File: config.mk
export PLATFORM = sky130hd
export DESIGN_NAME = sbbl_ram
export DESIGN_NICKNAME = d
export VERILOG_FILES = /design/src/rtl/sbbl_ram.sv
export SDC_FILE = /design/constraint.sdc
export NUM_CORES = 1
export LEC_CHECK = 0
export BUFFER_PORTS_ARGS = -buffer_cell sky130_fd_sc_hd__buf_2
export CORE_AREA = 2 2 148 150
export DETAILED_ROUTE_END_ITERATION = 6
export DIE_AREA = 0 0 150 152
export GPL_TIMING_DRIVEN = 1
export PLACE_DENSITY = 0.48
export SYNTH_ARGS = -nofsm -noshare
export SYNTH_HDL_FRONTEND = slang
export SYNTH_SLANG_ARGS = --single-unit
File: constraint.sdc
create_clock -name clk -period 2.08 [get_ports clk]
set_input_delay 0.104 -clock clk [delete_from_list [all_inputs] [get_ports clk]]
set_output_delay 0.104 -clock clk [all_outputs]
set_load 0.05 [all_outputs]
File: src/rtl/sbbl_ram.sv
// generic single write port ram with registered read
module sbbl_ram #(
	parameter int DATA_W = 8,
	parameter int DEPTH = 16
) (
	input  logic                     clk,
	input  logic                     we,
	input  logic [$clog2(DEPTH)-1:0] waddr,
	input  logic [DATA_W-1:0]        wdata,
	input  logic                     re,
	input  logic [$clog2(DEPTH)-1:0] raddr,
	output logic [DATA_W-1:0]        rdata
);

	logic [DATA_W-1:0] mem [DEPTH];

	always_ff @(posedge clk) begin
		if (we) begin
			mem[waddr] <= wdata;
		end
		if (re) begin
			rdata <= mem[raddr];
		end
	end

endmodule

==> out/qor.csv <==
metric;value;unit
Netlist cell types;18;
num ports;27;
hold path start;re;
clk_lat worst skew;0.41;ns
clock-pin slew on the worst setup and hold paths;0.05;ns
post-synth net total;248;
actual slew at the worst max-slew pin;0.644;ns
outcome;complete, no violations;
met3 WL;395;um
total number of H-tree levels;4;
antenna viol nets, final;0;
fin. max-slew vios;0;
pin count of the biggest net entering global routing;33;
Met1 Wirelength;5.28;mm
Mapped Area;5230;sq um
hpwl dp;7.30;mm
CP Capture Type;flip-flop;
die area;22800;sq um
Placer Congestion;0.686;
Crit Path Class;reg2reg;
Synth Instances;229;
met2 wire len;4.98;mm
Avg WL per Cell;18.9;um
critical path's slowest cell;mux4_1;
layout cell share with drive strength beyond 1;0.293;
post-synth top area share;0.781;
Setup Viol. Count Final;0;
number of iterations in the first detailed-routing pass;6;
fin crit share;0.740;
fin crit period;1.54;ns
Post-Route WL;10.8;mm
CP max stage delay;0.56;ns
row cnt;54;
initial antenna violation count;0;
RR Startpoint;mem[5][0];
Worst EP arrival;1.70;ns
Yosys reg bits;136;
syn_area_per_cell;22.8;sq um
core footprint;21400;sq um
Area Growth Syn to Fin;20.0;%
total congestion overflow;0;
total global-route track usage;0.103;
Power Density;938;nW/um^2
chip height;152;um
ranking of synthesized cells by area;edfxtp_1 78%, mux4_2 7.8%, mux4_1 7.0%, a22oi_1 2.3%, nor2_1 0.93%;
Min-Delay Path Depth;1;
Worst Hold End;rdata[3];
Setup Skew;0.00565;ns
FILL cells;2122;
final worst slack;0.540;ns
Seq/Total Area, Yosys;0.781;
cts repair resizes;0;
max_cap viols;0;
post-layout util;0.294;
Pleak;0.00206;uW
root buffer cell;clkbuf_16;
clock buffer depth;2;
Worst Hold Class;in2reg;
number of synthesis warnings;0;
FF-to-FF path depth;3;
Reg2Reg Setup Slack;0.54;ns
peak supply drop;0.000470;V
Slew HR;0.569;
Setup WS pre-CTS;0.317;ns
Fmax;649;MHz
first-pass GRT wire length;16.7;mm
Startpoint Class;flip-flop;
nets;303;
Starting Density;0.245;
CTS tree;yes;
setup repair bufs after CTS;0;
final hold violation count;0;
vias;2410;
number of buffers created by CTS;17;
worst-path maximum fanout;1;
number of remaining DRC errors;0;
critical path required time;2.24;ns
# hold bufs at CTS;0;
RSZ-0062 raised after global routing;false;
Diodes inserted;0;
Die X;150;um
Initial DRC Count;218;
Sink Count;136;
TNS Setup;0;ns
Yosys top cell by area;edfxtp_1;
vias in the first global route;2583;
IO Port Bufs;26;
vias per cell;4.20;
crit path cell chain;mux4_1 > a22oi_1 > nand2_1;
r2r endpoint;rdata[0];
DR top layer;met4;
==> cells by family (layout without fill, tap and decap cells) <==
group | count (synthesis) | after routing | share of synthesized area
flops | 136 | 136 | 0.781
simple gates | 35 | 35 | 0.0314
mux | 32 | 32 | 0.148
compound gates | 16 | 16 | 0.0230
buf+inv | 10 | 75 | 0.0165
==> sequential cells by signal, indices dropped and copies added, names as in the netlist <==
name and cells:
rdata 8, mem 128
==> power by group <==
part           switching, uW  total (uW)  leakage (uW)  internal, uW
combinational            211         332      0.000588           122
sequential              16.4        3110       0.00124          3090
clock                    974        2440      0.000236          1470
==> cells in the mapped netlist, drive strengths merged <==
master	instances
nand3b	2
buf	7
nor2b	1
and2b	1
nor3	4
and2	1
or3b	1
nor2	13
nand3	1
nand2b	2
edfxtp	136
clkdlybuf4s25	3
nand2	9
mux4	32
a22oi	16
==> layout by cell type (no fill, tap or decap), drive strengths merged <==
cell type,count
a22oi,16
nor2b,1
nand2,9
and2b,1
and2,1
mux4,32
clkbuf,21
nor2,13
or3b,1
buf,46
nor3,4
nand3b,2
clkinv,8
nand2b,2
nand3,1
edfxtp,136
==> metal layers <==
| layer | vias up | GRT usage |
|---|---|---|
| li1 | 1088 | - |
| met1 | 1250 | 0.145 |
| met2 | 58 | 0.152 |
| met3 | 14 | 0.0297 |
| met4 | 0 | 0.0404 |
| met5 | - | 0 |
==> how the worst max path moves through the flow <==
| stage | slack, ns | end | start | cells past startpoint |
|---|---|---|---|---|
| final | 0.54 | rdata[0] | mem[5][0] | 3 |
| after global placement | 0.32 | rdata[0] | raddr[0] | 5 |
| after CTS | 0.55 | rdata[0] | mem[5][0] | 3 |
| after global routing | 0.44 | rdata[5] | mem[2][5] | 3 |
| after detailed placement | 0.32 | rdata[0] | raddr[0] | 5 |
| after floorplan | 0.48 | mem[0][0] | waddr[2] | 2 |
==> per-stage QoR <==
stage / total power (uW) / cells / hold slack, ns / instance area, sq um
3_5_place_dp: 3500 / 545 / 0.503 / 5800
4_1_cts: 5950 / 574 / 0.0710 / 6270
3_3_place_gp: 3500 / 545 / 0.492 / 5800
6_report: 5880 / 574 / 0.0732 / 6270
5_1_grt: 6090 / 574 / 0.0578 / 6270
2_1_floorplan: 3360 / 229 / 0.203 / 5230
==> final cells by class <==
type,instances,area [sq um],share of cell area
clock inverters,8,35.0,0.00559
flip-flops and latches,136,4080,0.651
clock buffers,21,440,0.0702
well taps,280,350,0.0559
multi-input cells,83,1060,0.169
repair buffers,46,305,0.0487
==> critical path, delay by kind of cell, from the launching register on <==
kind,cells,cell delay [ns]
AND/OR/NAND/NOR,1,0.08
multiplexers,1,0.56
flip-flops,1,0.36
AO/OA/AOI/OAI,1,0.28
Note: power is estimated with default switching activity, not from simulation.
