## src/rtl/sbbl_pkg.sv

```systemverilog
// types, constants and register codes shared by the segment box blockage loss unit
package sbbl_pkg;

	localparam int MAX_OBSTACLES = 256;
	localparam int SLOT_AW = $clog2(MAX_OBSTACLES);
	localparam int CNT_W = $clog2(MAX_OBSTACLES + 1);

	localparam int COORD_W = 24;
	localparam int SLOT_W = 8;
	localparam int WEIGHT_W = 12;
	localparam int SIZE_W = 14;
	localparam int OBS_CNT_W = 9;
	localparam int LOSS_W = 34;

	localparam int CFG_IDX_W = 8;
	localparam int CFG_DATA_W = 16;

	localparam logic [CFG_IDX_W-1:0] REG_OBSTACLE_COUNT = 8'd0;
	localparam logic [CFG_IDX_W-1:0] REG_AP_SIZE_X = 8'd1;
	localparam logic [CFG_IDX_W-1:0] REG_AP_SIZE_Y = 8'd2;
	localparam logic [CFG_IDX_W-1:0] REG_AP_SIZE_Z = 8'd3;

	localparam logic OP_LOAD = 1'b0;
	localparam logic OP_QUERY = 1'b1;

	// geometry at doubled resolution
	localparam int G_W = COORD_W + 2;
	localparam int D_W = G_W + 1;
	localparam int N_W = D_W;
	localparam int MP_W = D_W + N_W + 1;
	localparam int S_W = MP_W + 1;

	localparam int T_FRAC = 30;
	localparam int T_W = T_FRAC + 1;
	localparam logic [T_W-1:0] T_ONE = T_W'(1) << T_FRAC;

	localparam int SQT_W = 2 * (D_W - 1);
	localparam int SQ_W = SQT_W + 2;
	localparam int LEN_W = SQ_W / 2;

	localparam int P1_W = T_W + LEN_W;
	localparam int DIST_W = P1_W - T_FRAC;
	localparam int P2_W = DIST_W + WEIGHT_W;
	localparam int ACC_W = P2_W;
	localparam logic [LOSS_W-1:0] LOSS_CAP = 34'd10240000000;

	typedef struct packed {
		logic operation;
		logic [SLOT_W-1:0] slot;
		logic signed [COORD_W-1:0] x_a;
		logic signed [COORD_W-1:0] y_a;
		logic signed [COORD_W-1:0] z_a;
		logic signed [COORD_W-1:0] x_b;
		logic signed [COORD_W-1:0] y_b;
		logic signed [COORD_W-1:0] z_b;
		logic [WEIGHT_W-1:0] loss_weight;
	} in_item_t;

	typedef struct packed {
		logic clear_path;
		logic [LOSS_W-1:0] path_loss;
	} out_item_t;

	typedef struct packed {
		logic signed [COORD_W-1:0] x_lo;
		logic signed [COORD_W-1:0] x_hi;
		logic signed [COORD_W-1:0] y_lo;
		logic signed [COORD_W-1:0] y_hi;
		logic signed [COORD_W-1:0] z_lo;
		logic signed [COORD_W-1:0] z_hi;
		logic [WEIGHT_W-1:0] weight;
	} box_t;

	localparam int BOX_W = $bits(box_t);

endpackage

```

## src/rtl/sbbl_div.sv

```systemverilog
// serial restoring divider for the crossing parameter, one quotient bit per cycle
module sbbl_div (
	input  logic                        clk,
	input  logic                        arst_n,
	input  logic                        start,
	input  logic [sbbl_pkg::N_W-1:0]    num,
	input  logic [sbbl_pkg::N_W-1:0]    den,
	output logic                        done,
	output logic [sbbl_pkg::T_FRAC-1:0] quot
);

	localparam int CW = $clog2(sbbl_pkg::T_FRAC);

	logic [sbbl_pkg::N_W:0] rem_q;
	logic [sbbl_pkg::N_W-1:0] den_q;
	logic [sbbl_pkg::T_FRAC-1:0] quot_q;
	logic [CW-1:0] cnt_q;
	logic busy_q;
	logic done_q;
	logic [sbbl_pkg::N_W:0] r2;
	logic [sbbl_pkg::N_W:0] dx;
	logic ge;
	logic last;

	assign r2 = {rem_q[sbbl_pkg::N_W-1:0], 1'b0};
	assign dx = {1'b0, den_q};
	assign ge = (r2 >= dx);
	assign last = (cnt_q == CW'(sbbl_pkg::T_FRAC - 1));

	always_ff @(posedge clk or negedge arst_n) begin
		if (!arst_n) begin
			busy_q <= 1'b0;
			done_q <= 1'b0;
			cnt_q <= '0;
		end else begin
			done_q <= busy_q && last;
			if (start) begin
				busy_q <= 1'b1;
				cnt_q <= '0;
			end else if (busy_q) begin
				cnt_q <= cnt_q + CW'(1);
				if (last) begin
					busy_q <= 1'b0;
				end
			end
		end
	end

	always_ff @(posedge clk) begin
		if (start) begin
			rem_q <= {1'b0, num};
			den_q <= den;
		end else if (busy_q) begin
			rem_q <= ge ? (r2 - dx) : r2;
			quot_q <= {quot_q[sbbl_pkg::T_FRAC-2:0], ge};
		end
	end

	assign done = done_q;
	assign quot = quot_q;

endmodule

```

## config.mk

```make
export PLATFORM = sky130hd
export DESIGN_NAME = sbbl_div
export DESIGN_NICKNAME = d
export VERILOG_FILES = /design/src/rtl/sbbl_pkg.sv /design/src/rtl/sbbl_div.sv
export SDC_FILE = /design/constraint.sdc
export NUM_CORES = 1
export LEC_CHECK = 0
export BUFFER_PORTS_ARGS = -buffer_cell sky130_fd_sc_hd__buf_2
export CAP_MARGIN = 20
export CORE_MARGIN = 2
export CORE_UTILIZATION = 39
export CTS_CLUSTER_SIZE = 16
export DETAILED_ROUTE_END_ITERATION = 16
export PLACE_DENSITY_LB_ADDON = 0.2
export REMOVE_ABC_BUFFERS = 1
export SYNTH_ARGS = -nofsm -noshare
export SYNTH_HDL_FRONTEND = slang
export SYNTH_SLANG_ARGS = --single-unit
```

## constraint.sdc

```tcl
create_clock -name clk -period 5.1 [get_ports clk]
set_input_delay 1.02 -clock clk [delete_from_list [all_inputs] [get_ports clk]]
set_output_delay 1.02 -clock clk [all_outputs]
set_load 0.005 [all_outputs]
```

==> results.json <==
{
  "status": "completed",
  "worstSetupPathType": "register to register",
  "worstMarginPinSlew_ns": 0.7888,
  "clk_pin_slew_ns": 0.06,
  "clk_path_buf_depth": 2,
  "path_cells": "fa_1 > a211oi_2 > o211ai_2 > a21oi_4 > o211ai_2 > a211oi_4 > buf_4 > o21ai_0 > mux2_2",
  "p_int_mw": 2.082,
  "drt-initial-drc-count": 183,
  "post_cts_buffers": 0,
  "crit_fanout": 49,
  "cp.required_ns": 5.20,
  "synth_edf_count": 84,
  "cp-end-kind": "register",
  "ios": 88,
  "avgSynthCellArea_sq_um": 11.40,
  "wl_mm": 9.945,
  "hold_ws_ns": 0.4466,
  "ys_ff_latch": 91,
  "finalNetCount": 614,
  "grt_usage_pct": 15.33,
  "timing.final.crit_share_pct": 62.04,
  "clkLatencyLatePin_ns": 0.35,
  "peakVddDrop_mv": 0.1926,
  "first_pass_iters": 5,
  "cts_tree": "yes",
  "async_reset_ff_share_pct": 7.692,
  "netlist.top_cell.by_area": "edfxtp_1",
  "num_rows": 41,
  "antenna_found_initial": 0,
  "worstHoldStart": "quot[1]$_DFFE_PP_",
  "cts_sinks": 91,
  "cp_slowest_cell": "fa_1",
  "timing.rr.start": "rem_q[0]$_DFFE_PP_",
  "rsz0062_at_grt": "false",
  "drtAntennaViolNets": 0,
  "max_stage_delay_ns": 0.51,
  "die_width_microns": 117.2,
  "dieArea_sq_um": 13730,
  "hpwl_mm": 7.336,
  "powerDensity_nw_per_um2": 550.7,
  "core_sq_um": 12570,
  "path_common_cell": "o211ai_2",
  "yosys-top-cells-area": "edfxtp_1, ha_1, o21ai_0, mux2_2, dfrtp_1",
  "wire_per_inst_microns": 14.13,
  "via_per_inst": 5.011,
  "cts_root_buf": "clkbuf_16",
  "cts_max_level": 3,
  "period_needed_ns": 3.164,
  "slew_headroom_pct": 47.41,
  "placed_area_sq_um": 5599,
  "initial_core_util_pct": 39.74,
  "path_buf_inv": 1,
  "grt_pass1_wl_mm": 16.12,
  "portBuffers": 87,
  "leakagePower_nw": 2.530,
  "postLayoutCoreUtil_pct": 47.14,
  "synth_cells": 438,
  "fillers": 1176,
  "synth-seq-area-share_pct": 54.01,
  "die_height_microns": 117.2,
  "finalClockSkew_ns": 0.008112,
  "syn_area_sq_um": 4995,
  "slew_violations": 0,
  "cts_resized": 0,
  "clockPowerShare_pct": 22.3,
  "synth.distinct_cells": 53,
  "synth_top_cell_area_share_pct": 50.50,
  "globalplace.congestion": 0.8683,
  "cp-startpoint": "rem_q[0]$_DFFE_PP_",
  "power_frac_comb_pct": 44.3,
  "drive_above_1_share_pct": 25.38,
  "cp.arrival_ns": 3.26,
  "finalSetupViolCount": 0,
  "critPathTopFamily": "compound AO/OA/AOI/OAI gates",
  "fmax_ghz": 0.3161,
  "grt-ovfl-total": 0,
  "postCtsHoldBufs": 0,
  "drc_errors": 0,
  "finalPower_mw": 3.263,
  "p_seq_share_pct": 33.4,
  "maxCapViolations": 0,
  "grt_max_degree": 50,
  "hold_violations": 0,
  "switchingPower_mw": 1.180,
  "grt_pass1_vias": 3393,
  "switching_share_pct": 36.18,
  "yosys_most_used_dff": "edfxtp_1",
  "vias": 3528,
  "cts_buffers": 9,
  "ys_warn_count": 0,
  "crit_path_start_kind": "register",
  "hold_path.class": "register to register",
  "finalInstanceArea_sq_um": 5924,
  "diodes": 0,
  "area_delta_synth_final_pct": 18.61,
  "setup_tns_ns": 0
}
## layout make-up
class / count / area [sq um] / area share [%]
Clock inverter: 7 / 100.1 / 1.690
Timing Repair Buffer: 91 / 465.4 / 7.856
Sequential cell: 91 / 2698 / 45.53
Inverter: 38 / 142.6 / 2.408
Multi-Input combinational cell: 296 / 2078 / 35.08
Tap cell: 172 / 215.2 / 3.633
Clock buffer: 9 / 225.2 / 3.801
## power by group through the flow
stage	Combinational (mW)	Sequential [mW]	Clock, mW
final	1.45	1.09	0.727
after global routing	1.64	1.11	0.776
after CTS	1.45	1.09	0.749
after detailed placement	1.44	1.11	0
after global placement	1.42	1.10	0
after floorplan	1.14	1.08	0
## synth_stat cells, types with 3 or more instances
cell type   n
o21a_1      3
nor2_1     19
a21boi_0    3
nand4_1     5
mux2_2     16
nand2b_1    3
a21o_1     13
o21ai_1     5
inv_1      37
clkbuf_1    7
nand3b_1    3
and3_1      6
nand2_1    45
mux2i_1     3
edfxtp_1   84
ha_1       29
o31ai_1     5
xor2_1     13
dfrtp_1     7
o21ai_0    37
nand3_1     5
buf_6       3
a21oi_1    33
xnor2_1    12
o211ai_1    4
nor2b_1     3
## cells in the final DEF, fill, tap and decap left out, types with 3 or more instances in the layout
cell / synthesis / routed
o211ai_1: 4 / 4
a21boi_0: 3 / 3
inv_1: 37 / 37
o21ai_0: 37 / 37
o21ai_1: 5 / 5
nand3_1: 5 / 5
and3_1: 6 / 6
nand4_1: 5 / 5
xnor2_1: 12 / 12
nand3b_1: 3 / 3
nand2_1: 45 / 45
a21o_1: 13 / 13
ha_1: 29 / 29
buf_2: 0 / 87
dfrtp_1: 7 / 7
a21oi_1: 33 / 33
mux2i_1: 3 / 3
mux2_2: 16 / 16
nor2b_1: 3 / 3
nor2_1: 19 / 18
o31ai_1: 5 / 5
clkbuf_16: 0 / 9
buf_4: 2 / 4
xor2_1: 13 / 13
o21a_1: 3 / 3
edfxtp_1: 84 / 84
nand2b_1: 3 / 3
## worst register-to-register path, stage by stage (launching register included)
cell	delay, ns
edfxtp_1	0.44
fa_1	0.51
a211oi_2	0.29
o211ai_2	0.16
a21oi_4	0.23
o211ai_2	0.12
a211oi_4	0.24
buf_4	0.45
o21ai_0	0.20
mux2_2	0.28
## cell families after synthesis
family | after synthesis | share of synthesized area [%]
adders and majority gates | 30 | 7.665
buffers and inverters | 51 | 4.434
and+or+nand+nor | 101 | 9.845
xor gates and xnor gates | 25 | 4.384
muxes | 20 | 4.434
DFF | 91 | 54.01
AOI/OAI and AO/OA | 120 | 15.23
## registers in the layout, summed over array words and instances, names as in the netlist
name / count
quot: 30
den_q: 27
rem_q: 27
cnt_q: 5
busy_q: 1
done: 1
## per-layer routing
layer / part of all wire [%] / GRT usage, % / up-vias
met2: 46 / 24.06 / 94
li1: - / - / 1777
met3: 5.3 / 3.244 / 16
met4: 2.2 / 7.608 / 0
met5: 0 / 0 / -
met1: 47 / 20.16 / 1641
## per-stage QoR
step / instances / worst slack (ns)
5_1_grt: 704 / 1.729
2_1_floorplan: 425 / 1.684
3_3_place_gp: 688 / 2.016
6_report: 704 / 1.936
4_1_cts: 704 / 1.913
3_5_place_dp: 688 / 1.925
## worst paths after layout
path	cells past startpoint	slack [ns]	end
worst max-delay path	9	1.94	rem_q[4]$_DFFE_PP_
worst min-delay path	0	0.45	quot[2]$_DFFE_PP_
worst max register to register	9	1.94	rem_q[4]$_DFFE_PP_
worst min register to register	0	0.45	quot[2]$_DFFE_PP_
max in group asynchronous	1	4.47	cnt_q[1]$_DFFE_PN0P_
min in group asynchronous	1	0.49	cnt_q[0]$_DFFE_PN0P_
Power figures use the tool's default switching activity.
