==> src/rtl/sbbl_pkg.sv <==
// types, constants and register codes shared by the segment box blockage loss unit
package sbbl_pkg;

	localparam int MAX_OBSTACLES = 256;
	localparam int SLOT_AW = $clog2(MAX_OBSTACLES);
	localparam int CNT_W = $clog2(MAX_OBSTACLES + 1);

	localparam int COORD_W = 24;
	localparam int SLOT_W = 8;
	localparam int WEIGHT_W = 12;
	localparam int SIZE_W = 14;
	localparam int OBS_CNT_W = 9;
	localparam int LOSS_W = 34;

	localparam int CFG_IDX_W = 8;
	localparam int CFG_DATA_W = 16;

	localparam logic [CFG_IDX_W-1:0] REG_OBSTACLE_COUNT = 8'd0;
	localparam logic [CFG_IDX_W-1:0] REG_AP_SIZE_X = 8'd1;
	localparam logic [CFG_IDX_W-1:0] REG_AP_SIZE_Y = 8'd2;
	localparam logic [CFG_IDX_W-1:0] REG_AP_SIZE_Z = 8'd3;

	localparam logic OP_LOAD = 1'b0;
	localparam logic OP_QUERY = 1'b1;

	// geometry at doubled resolution
	localparam int G_W = COORD_W + 2;
	localparam int D_W = G_W + 1;
	localparam int N_W = D_W;
	localparam int MP_W = D_W + N_W + 1;
	localparam int S_W = MP_W + 1;

	localparam int T_FRAC = 30;
	localparam int T_W = T_FRAC + 1;
	localparam logic [T_W-1:0] T_ONE = T_W'(1) << T_FRAC;

	localparam int SQT_W = 2 * (D_W - 1);
	localparam int SQ_W = SQT_W + 2;
	localparam int LEN_W = SQ_W / 2;

	localparam int P1_W = T_W + LEN_W;
	localparam int DIST_W = P1_W - T_FRAC;
	localparam int P2_W = DIST_W + WEIGHT_W;
	localparam int ACC_W = P2_W;
	localparam logic [LOSS_W-1:0] LOSS_CAP = 34'd10240000000;

	typedef struct packed {
		logic operation;
		logic [SLOT_W-1:0] slot;
		logic signed [COORD_W-1:0] x_a;
		logic signed [COORD_W-1:0] y_a;
		logic signed [COORD_W-1:0] z_a;
		logic signed [COORD_W-1:0] x_b;
		logic signed [COORD_W-1:0] y_b;
		logic signed [COORD_W-1:0] z_b;
		logic [WEIGHT_W-1:0] loss_weight;
	} in_item_t;

	typedef struct packed {
		logic clear_path;
		logic [LOSS_W-1:0] path_loss;
	} out_item_t;

	typedef struct packed {
		logic signed [COORD_W-1:0] x_lo;
		logic signed [COORD_W-1:0] x_hi;
		logic signed [COORD_W-1:0] y_lo;
		logic signed [COORD_W-1:0] y_hi;
		logic signed [COORD_W-1:0] z_lo;
		logic signed [COORD_W-1:0] z_hi;
		logic [WEIGHT_W-1:0] weight;
	} box_t;

	localparam int BOX_W = $bits(box_t);

endpackage

==> src/rtl/sbbl_sqrt.sv <==
// serial integer square root of the squared segment length, one result bit per cycle
module sbbl_sqrt (
	input  logic                       clk,
	input  logic                       arst_n,
	input  logic                       start,
	input  logic [sbbl_pkg::SQ_W-1:0]  value,
	output logic                       done,
	output logic [sbbl_pkg::LEN_W-1:0] root
);

	logic [sbbl_pkg::SQ_W-1:0] v_q;
	logic [sbbl_pkg::SQ_W-1:0] r_q;
	logic [sbbl_pkg::SQ_W-1:0] bit_q;
	logic [sbbl_pkg::SQ_W-1:0] trial;
	logic busy_q;
	logic done_q;

	assign trial = r_q + bit_q;

	always_ff @(posedge clk or negedge arst_n) begin
		if (!arst_n) begin
			busy_q <= 1'b0;
			done_q <= 1'b0;
		end else begin
			done_q <= busy_q && bit_q[0];
			if (start) begin
				busy_q <= 1'b1;
			end else if (busy_q && bit_q[0]) begin
				busy_q <= 1'b0;
			end
		end
	end

	always_ff @(posedge clk) begin
		if (start) begin
			v_q <= value;
			r_q <= '0;
			bit_q <= sbbl_pkg::SQ_W'(1) << (sbbl_pkg::SQ_W - 2);
		end else if (busy_q) begin
			if (v_q >= trial) begin
				v_q <= v_q - trial;
				r_q <= (r_q >> 1) + bit_q;
			end else begin
				r_q <= r_q >> 1;
			end
			bit_q <= bit_q >> 2;
		end
	end

	assign done = done_q;
	assign root = r_q[sbbl_pkg::LEN_W-1:0];

endmodule

==> config.mk <==
export PLATFORM = sky130hd
export DESIGN_NAME = sbbl_sqrt
export DESIGN_NICKNAME = d
export VERILOG_FILES = /design/src/rtl/sbbl_pkg.sv /design/src/rtl/sbbl_sqrt.sv
export SDC_FILE = /design/constraint.sdc
export NUM_CORES = 1
export LEC_CHECK = 0
export BUFFER_PORTS_ARGS = -buffer_cell sky130_fd_sc_hd__buf_2
export CAP_MARGIN = 5
export CORE_MARGIN = 5
export CORE_UTILIZATION = 40
export DETAILED_ROUTE_END_ITERATION = 8
export GPL_ROUTABILITY_DRIVEN = 0
export HOLD_SLACK_MARGIN = 0.15
export PLACE_DENSITY_LB_ADDON = 0.12
export SETUP_SLACK_MARGIN = 0.05
export SLEW_MARGIN = 40
export SYNTH_ARGS = -nofsm -noshare
export SYNTH_HDL_FRONTEND = slang
export SYNTH_SLANG_ARGS = --single-unit
==> constraint.sdc <==
create_clock -name clk -period 27.5 [get_ports clk]
set_input_delay 8.25 -clock clk [delete_from_list [all_inputs] [get_ports clk]]
set_output_delay 8.25 -clock clk [all_outputs]
set_load 0.02 [all_outputs]
==> summary.md, run 1 <==
In this run the critical register-to-register path is captured at v_q[51]. The leading cell type by number of instances after synthesis was sky130_fd_sc_hd__nand2_1. The tools report the total leakage power as 5.46 nW.

The H-tree was split into 4 levels. In the synthesized netlist the dominant register cell turns out to be sky130_fd_sc_hd__dfxtp_1. The portion of the clock cycle consumed by the worst path in the final layout is 0.371, and the final net count is 1730. For this run, the number of Yosys warnings is 0. The post-layout utilization of the core came out at 0.434.

The ratio of cells with drive above 1 in the final layout came out at 0.110. TritonCTS built the clock tree. The share of the yosys chip area belonging to registers was 0.261. The number of instances in the synthesized netlist is 1567, and the post-CTS clock slew at the launch and capture registers of the worst setup and hold paths is 60 ps. The number of setup buffers added after CTS is 0, and the number of flops mapped to enable cells by yosys is 54.

The tools report the maximum number of pins on one net before global-route repair as 68. The final critical-path required period works out to 10210 ps. The logs give 11600 for the via count of the routed design and 0 for the number of antenna violations at the first check in global routing.

The critical path starts at start. The cell depth of the worst hold path is 1. The worst hold path endpoint is bit_q[52]. The area occupied by multi-input gates was 8700 sq um.

The first global-routing pass estimated 59700 um of wire. The tools report the overall power as 1.37 mW. The library cell used as clock root buffer is sky130_fd_sc_hd__clkbuf_16. In this run the core area contains 65 standard-cell rows. The tools report the summed instance area of the synthesized netlist as 12600 sq um. Setup repair after global routing left no endpoint under its margin.

In this run, the number of DRC markers left after iteration 0 of detailed routing was 741. For the top-level port count, the log shows 85. The die is 188 um wide. The total of buffers placed on input and output ports was 84. The critical path class was input port to flip-flop. The final antenna diode count was 0. For the post-route standard cell area excluding fillers, the log shows 13600 sq um. IR analysis of the VDD net gives a maximum drop of 0.0655 mV. For the global-route usage over all layers, the log shows 0.207. By count the netlist is led by 184 x sky130_fd_sc_hd__nand2_1, 165 x sky130_fd_sc_hd__nor2_1, 110 x sky130_fd_sc_hd__ha_1, 110 x sky130_fd_sc_hd__o21ai_0, 93 x sky130_fd_sc_hd__a21oi_1. In the routed design, unresolved DRC markers number 0. The run finished with clean final reports. The critical path goes through buf_6 -> clkinv_1 -> o21ai_4 -> buf_4. In this run, CTS created clock tree buffers numbering 17. Setup violations remaining at the end of the flow were counted as 0. The path type of the worst min-delay path was flip-flop to flip-flop. The height of the chip was 188 um. The largest individual stage delay along the critical path comes from the cell sky130_fd_sc_hd__clkinv_1. The core region is 31400 sq um. The tools report the setup slack of the critical path after layout as 17290 ps. Critical register-to-register path startpoint: bit_q[0]. In this design, the stage delay of the slowest critical-path cell is 760 ps. In this run the worst path has a maximum fanout of 60. From synthesis to final layout, the design area changed by 7.72%. Of all cell types, the one taking the most synthesized area is sky130_fd_sc_hd__dfxtp_1. The layout has 3296 filler cells. The share of the synthesized area in the top cell type is 0.128.

At the placement stage, the worst setup path has a slack of 16760 ps. The run gives 5 as the detailed-router iteration count before antenna repair. The worst setup path is captured at a flip-flop.

The run gives 28000 um as the post-detailed-placement half-perimeter wirelength. The logs give 3300 sq um for the sequential cell area and 137 for the clock sink count. For this block, the routed nets add up to 37100 um of wire. The tools report the launching element type of the critical path as an input port. The total grt overflow was 0; the register-to-register setup slack was 20350 ps.

For the worst setup path, the data required time is 27560 ps. The register bit total from synthesis is 137, and the synthesized area per cell is 8.07 sq um. The overall die area is 35300 sq um, and the reported max-cap violation count is 0. For this design the ratio of total power to cell area is 100 nW/um^2. The maximum frequency from static timing analysis was 97.9 MHz; the arrival time at the worst endpoint was 10270 ps.

Summing all placed instances gives a cell area of 13100 sq um. In this run the most critical hold path is launched from bit_q[52]. By area the synthesized netlist is led by sky130_fd_sc_hd__dfxtp_1 13%, sky130_fd_sc_hd__edfxtp_1 13%, sky130_fd_sc_hd__ha_1 11%.

After detailed routing, the number of vias per cell comes to 5.85. The number of resized instances in the post-cts repair step is 0, and the via count of the first global-routing pass is 11000. The tools report the clock latency on the worst-skew pair as 450 ps. The number of cells on the worst reg-to-reg path was 22; the detail-routed net length per standard cell was 18.7 um. The remaining max-slew budget at the tightest pin is 0.454. The summed negative setup slack over all endpoints came out at 0 ps.

The logs give 0 for the final-report max-slew violation count and 17.5 ps for the setup clock skew after layout. The longest clock path from root to sink contains 2 buffers. The effective utilization at floorplan was 0.403; the share of flip-flops with an asynchronous set or reset was 0.0146.

The final hold violation count came out at 0. The count of nets left with antenna violations once routing finished came out at 0. The post-synthesis net count is 1735, and the number of hold-repair buffers added at the cts stage is 0. The count of cell types in the netlist came out at 88.

The slew of the pin with the lowest slew margin works out to 814 ps.
logic make-up (layout without fill, tap and decap cells):
logic type      count (synthesis)  after routing  share of synthesized area
mux                            39             39                     0.0311
flops                         137            137                      0.261
fa+ha+maj                     111            111                      0.110
xor+xnor                      122            122                     0.0845
compound gates                497            497                      0.272
buf+inv                       135            143                     0.0527
simple gates                  526            526                      0.189
critical path, delay by kind of cell:
family / cells / cell delay, ps
AOI/OAI and AO/OA: 1 / 210
buffers and inverters: 3 / 1690
registers in the layout (all words and copies together) (netlist names):
register  flops
bit_q        27
r_q          54
done          1
busy_q        1
v_q          54
worst max path at each step:
stage / to / slack (ps) / cells past startpoint
finish: v_q[51] / 17290 / 4
detailed placement: v_q[41] / 16760 / 4
global route: v_q[51] / 17130 / 4
global placement: v_q[43] / 16800 / 4
floorplan: v_q[0] / 16050 / 4
CTS: v_q[51] / 17230 / 4
cell type report:
cell class	instances	area share
clock buffers	21	0.0346
clock inverters	11	0.00689
inverters	21	0.00579
multi-input cells	1295	0.639
flip-flops and latches	137	0.242
well taps	402	0.0369
repair buffers	90	0.0346
report_power, final:
group          leakage (nW)  internal, mW  switching, mW
sequential             1.24         0.290         0.0412
combinational          3.94         0.309          0.498
clock                 0.283         0.132         0.0982
total                  5.46         0.731          0.638
metrics by stage:
stage / std cells / hold WS (ps)
6_report: 1977 / 522
5_1_grt: 1977 / 546
4_1_cts: 1977 / 531
3_5_place_dp: 1945 / 519
3_3_place_gp: 1945 / 517
2_1_floorplan: 1567 / 474
cell usage in the layout (no fill, tap or decap), types with 13 or more instances in the layout:
cell type and count:
sky130_fd_sc_hd__nand2_1 184, sky130_fd_sc_hd__nor2_1 164, sky130_fd_sc_hd__ha_1 110, sky130_fd_sc_hd__o21ai_0 109, sky130_fd_sc_hd__a21oi_1 93, sky130_fd_sc_hd__buf_2 83, sky130_fd_sc_hd__dfxtp_1 81, sky130_fd_sc_hd__xor2_1 64
sky130_fd_sc_hd__xnor2_1 58, sky130_fd_sc_hd__edfxtp_1 54, sky130_fd_sc_hd__a31oi_1 49, sky130_fd_sc_hd__a21o_1 41, sky130_fd_sc_hd__mux2i_1 37, sky130_fd_sc_hd__nor3_1 36, sky130_fd_sc_hd__nand4_1 34, sky130_fd_sc_hd__a211oi_1 33
sky130_fd_sc_hd__o21bai_1 29, sky130_fd_sc_hd__nand3_1 24, sky130_fd_sc_hd__inv_1 20, sky130_fd_sc_hd__clkbuf_16 18, sky130_fd_sc_hd__nor2b_1 16, sky130_fd_sc_hd__nor4_1 13
metal layers:
metal / track usage / share of wire / vias to the layer above
met2: 0.352 / 0.48 / 250
met4: 0.0500 / 0.017 / 0
met1: 0.274 / 0.46 / 5472
li1: - / - / 5802
met3: 0.0361 / 0.041 / 36
met5: 0 / 0 / -
Power figures use the tool's default switching activity.
==> run 2: changes to the inputs <==
clock period = 8.9 ns   (was 27.5 ns; I/O delays follow)
==> run 2 against run 1 <==
  * Critical path depth rose by 19
  * Largest power group unchanged
  * Worst hold slack lost 17 ps
  * Design area rose by 0.59%
  * Via count shrank 0.22%
  * Register-to-register slack worse by 18000 ps
==> summary.md, run 2 (same netlist as run 1, synthesis figures left out) <==
The tree is rooted in a sky130_fd_sc_hd__clkbuf_16. The total power density per cell area was 313 nW/um^2 (+210%); the final-report max-slew violation count was 0 (unchanged). The post-layout utilization of the core is 0.436 (+0.00255). The logs give 3275 (-0.64%) for the count of fill cells added during filler insertion and 65 (unchanged) for the number of rows in the core area. For the setup slack at placement, the log shows 2570 ps (-14190 ps). TritonCTS built the clock tree. The post-detailed-placement half-perimeter wirelength came out at 29000 um (+3.7%).

The global-route wire length before repair came out at 60000 um (+0.61%). In this design, the critical path's most frequently occurring cell is sky130_fd_sc_hd__ha_1. In the layout the commonest cells are 184 x sky130_fd_sc_hd__nand2_1, 164 x sky130_fd_sc_hd__nor2_1, 110 x sky130_fd_sc_hd__ha_1.

The launching element type of the critical path is a flip-flop. The logs give 0 (unchanged) for the number of resized instances in the post-cts repair step and 13100 sq um (+0.17%) for the placed standard-cell area. For the total grt overflow, the log shows 0 (unchanged). The tools report the maximum number of pins on one net before global-route repair as 75 (+10%). Compared with the post-synthesis result, the final layout area differs by 8.35%. The ratio of cells with drive above 1 in the final layout came out at 0.112 (+0.00176).

The core box area is 31400 sq um (unchanged), and the highest fanout seen on the critical path is 34 (-43%). The number of H-tree levels was 4 (unchanged). The cell family contributing the most delay on the critical path is compound AO/OA/AOI/OAI gates.

The biggest cell delay along the critical path works out to 510 ps (-250 ps). The die extent in x was 188 um (unchanged). The post-route standard cell area excluding fillers is 13700 sq um (+0.59%), and the post-CTS clock slew at the launch and capture registers of the worst setup and hold paths is 60 ps (about the same). The flow ran to the end, and the final reports show no timing, DRC or antenna violations. The run gives 818 (+10%) as the number of DRC markers in iteration 0. Library cell contributing the largest single delay on the critical path: sky130_fd_sc_hd__nor4_1. The total leakage power is 5.50 nW (+0.73%).

Traced cell by cell, the critical path runs through ha_1 -> ha_1 -> a211o_1 -> a41o_1 -> a31oi_1 -> o21ai_1 -> a31oi_2 -> o31ai_2 -> a21oi_1 -> nor4_1 -> o21ai_0 -> xor2_1 -> ha_1 -> and2_1 -> nand3_1 -> nor4_1 -> nand4_1 -> o211ai_1 -> or2_1 -> buf_4 -> o311a_1 -> a21oi_1 -> a2111oi_2. The arrival time at the worst endpoint was 6770 ps (-3500 ps); the buffer and inverter count on the worst path was 1 (-2). The reported max-cap violation count was 0 (unchanged); the final critical-path required period was 6450 ps. The min-delay analysis places its worst path in the category flip-flop to flip-flop.

The via-per-instance ratio was 5.83 (-0.33%). For the detailed-route wire length, the log shows 37800 um (+1.9%). In the final layout, the registers with the most flip-flops are r_q (54), v_q (54), bit_q (27). The global-route usage over all layers was 0.210 (+0.00282).

For the via count of the first global-routing pass, the log shows 10800 (-1.1%). The logs give 2450 ps (-14840 ps) for the setup slack of the critical path after layout and 1732 (+0.12%) for the final net count. The number of setup violations in the final report is 0 (unchanged), and the via count of the routed design is 11500 (-0.22%). The detailed-router iteration count before antenna repair came out at 5 (unchanged). The most frequent standard cell in the layout excluding fill and tap cells was sky130_fd_sc_hd__nand2_1. The run gives 85 (unchanged) as the top-level port count.

The TritonCTS buffer count was 17 (unchanged); the detail-routed net length per standard cell was 19.1 um (+1.8%). The number of antenna violations at the first check in global routing was 0 (unchanged). The tools report the maximum frequency from static timing analysis as 155 MHz. The number of setup buffers added after CTS was 0 (unchanged). The largest vdd supply drop is 0.174 mV (+170%), and the setup clock skew after layout is 12.4 ps (-5.08 ps).

The sort of element at the end of the critical path is a flip-flop. Setup repair after global routing left no endpoint under its margin. The clock latency on the worst-skew pair is 430 ps (-20 ps). The critical path in this run is classified as flip-flop to flip-flop. Remaining design rule violation count: 0 (unchanged). The total of buffers placed on input and output ports was 84 (unchanged).

The remaining max-slew budget at the tightest pin was 0.498 (+0.0439). The run gives 35300 sq um (unchanged) as the overall die area. Required time of the critical path: 9220 ps (-18340 ps).

The tools report the effective utilization at floorplan as 0.403 (unchanged). The final antenna diode count is 0 (unchanged). The number of hold-repair buffers added at the cts stage was 0 (unchanged); the portion of the clock cycle consumed by the worst path in the final layout was 0.724. The remaining number of nets flagged by the antenna check after routing is 0 (unchanged), and the clock sink count is 137 (unchanged). The summed negative setup slack over all endpoints was 0 ps (unchanged). Maximum root-to-sink buffer count: 2 (unchanged). The slew of the pin with the lowest slew margin works out to 753 ps (-60.8 ps). The height of the chip is 188 um (unchanged), and the final hold violation count is 0 (unchanged).
run 2: cell type report:
| type | count | area (sq um) | area share |
|---|---|---|---|
| multi-input cells | 1295 | 8700 | 0.635 |
| flip-flops and latches | 137 | 3300 | 0.241 |
| clock buffers | 24 | 546 | 0.0398 |
| well taps | 402 | 503 | 0.0367 |
| repair buffers | 92 | 498 | 0.0364 |
| inverters | 21 | 78.8 | 0.00575 |
| clock inverters | 8 | 73.8 | 0.00539 |
run 2: power breakdown:
part           switching [mW]  internal (mW)  leakage, nW
registers               0.131          0.896         1.24
logic                    1.55          0.959         3.95
clock network           0.296          0.458        0.309
run 2: path summary, 6_finish.rpt:
path,start,endpoint,slack (ps),cells past startpoint
worst max-delay path,bit_q[0],r_q[14],2450,23
worst min-delay path,r_q[0],r_q[0],510,2
worst max register to register,bit_q[0],r_q[14],2450,23
worst min register to register,r_q[0],r_q[0],510,2
max in group asynchronous,arst_n,busy_q,6780,1
min in group asynchronous,arst_n,busy_q,2010,1
run 2: metal layers:
| metal | global-route usage | share of wire | wire length [um] | vias to the layer above |
|---|---|---|---|---|
| met5 | 0 | 0 | 0 | - |
| met4 | 0.0610 | 0.023 | 864 | 0 |
| met3 | 0.0352 | 0.043 | 1640 | 37 |
| met2 | 0.353 | 0.47 | 17900 | 265 |
| met1 | 0.278 | 0.46 | 17400 | 5406 |
| li1 | - | - | - | 5826 |
run 2: per-stage QoR:
stage                     hold slack, ps  power [mW]  cells
after floorplan                      474        2.97   1567
after global placement               493        3.51   1946
after detailed placement             502        3.51   1947
after CTS                            512        4.29   1979
after global routing                 548        4.63   1979
final                                506        4.29   1979
run 2: worst reg2reg max path, delay by kind of cell (launching register included):
family / cells / cell delay (ps)
simple gates: 6 / 1630
xor+xnor: 1 / 200
fa+ha+maj: 3 / 820
buf+inv: 1 / 450
flops: 1 / 390
compound gates: 12 / 2840
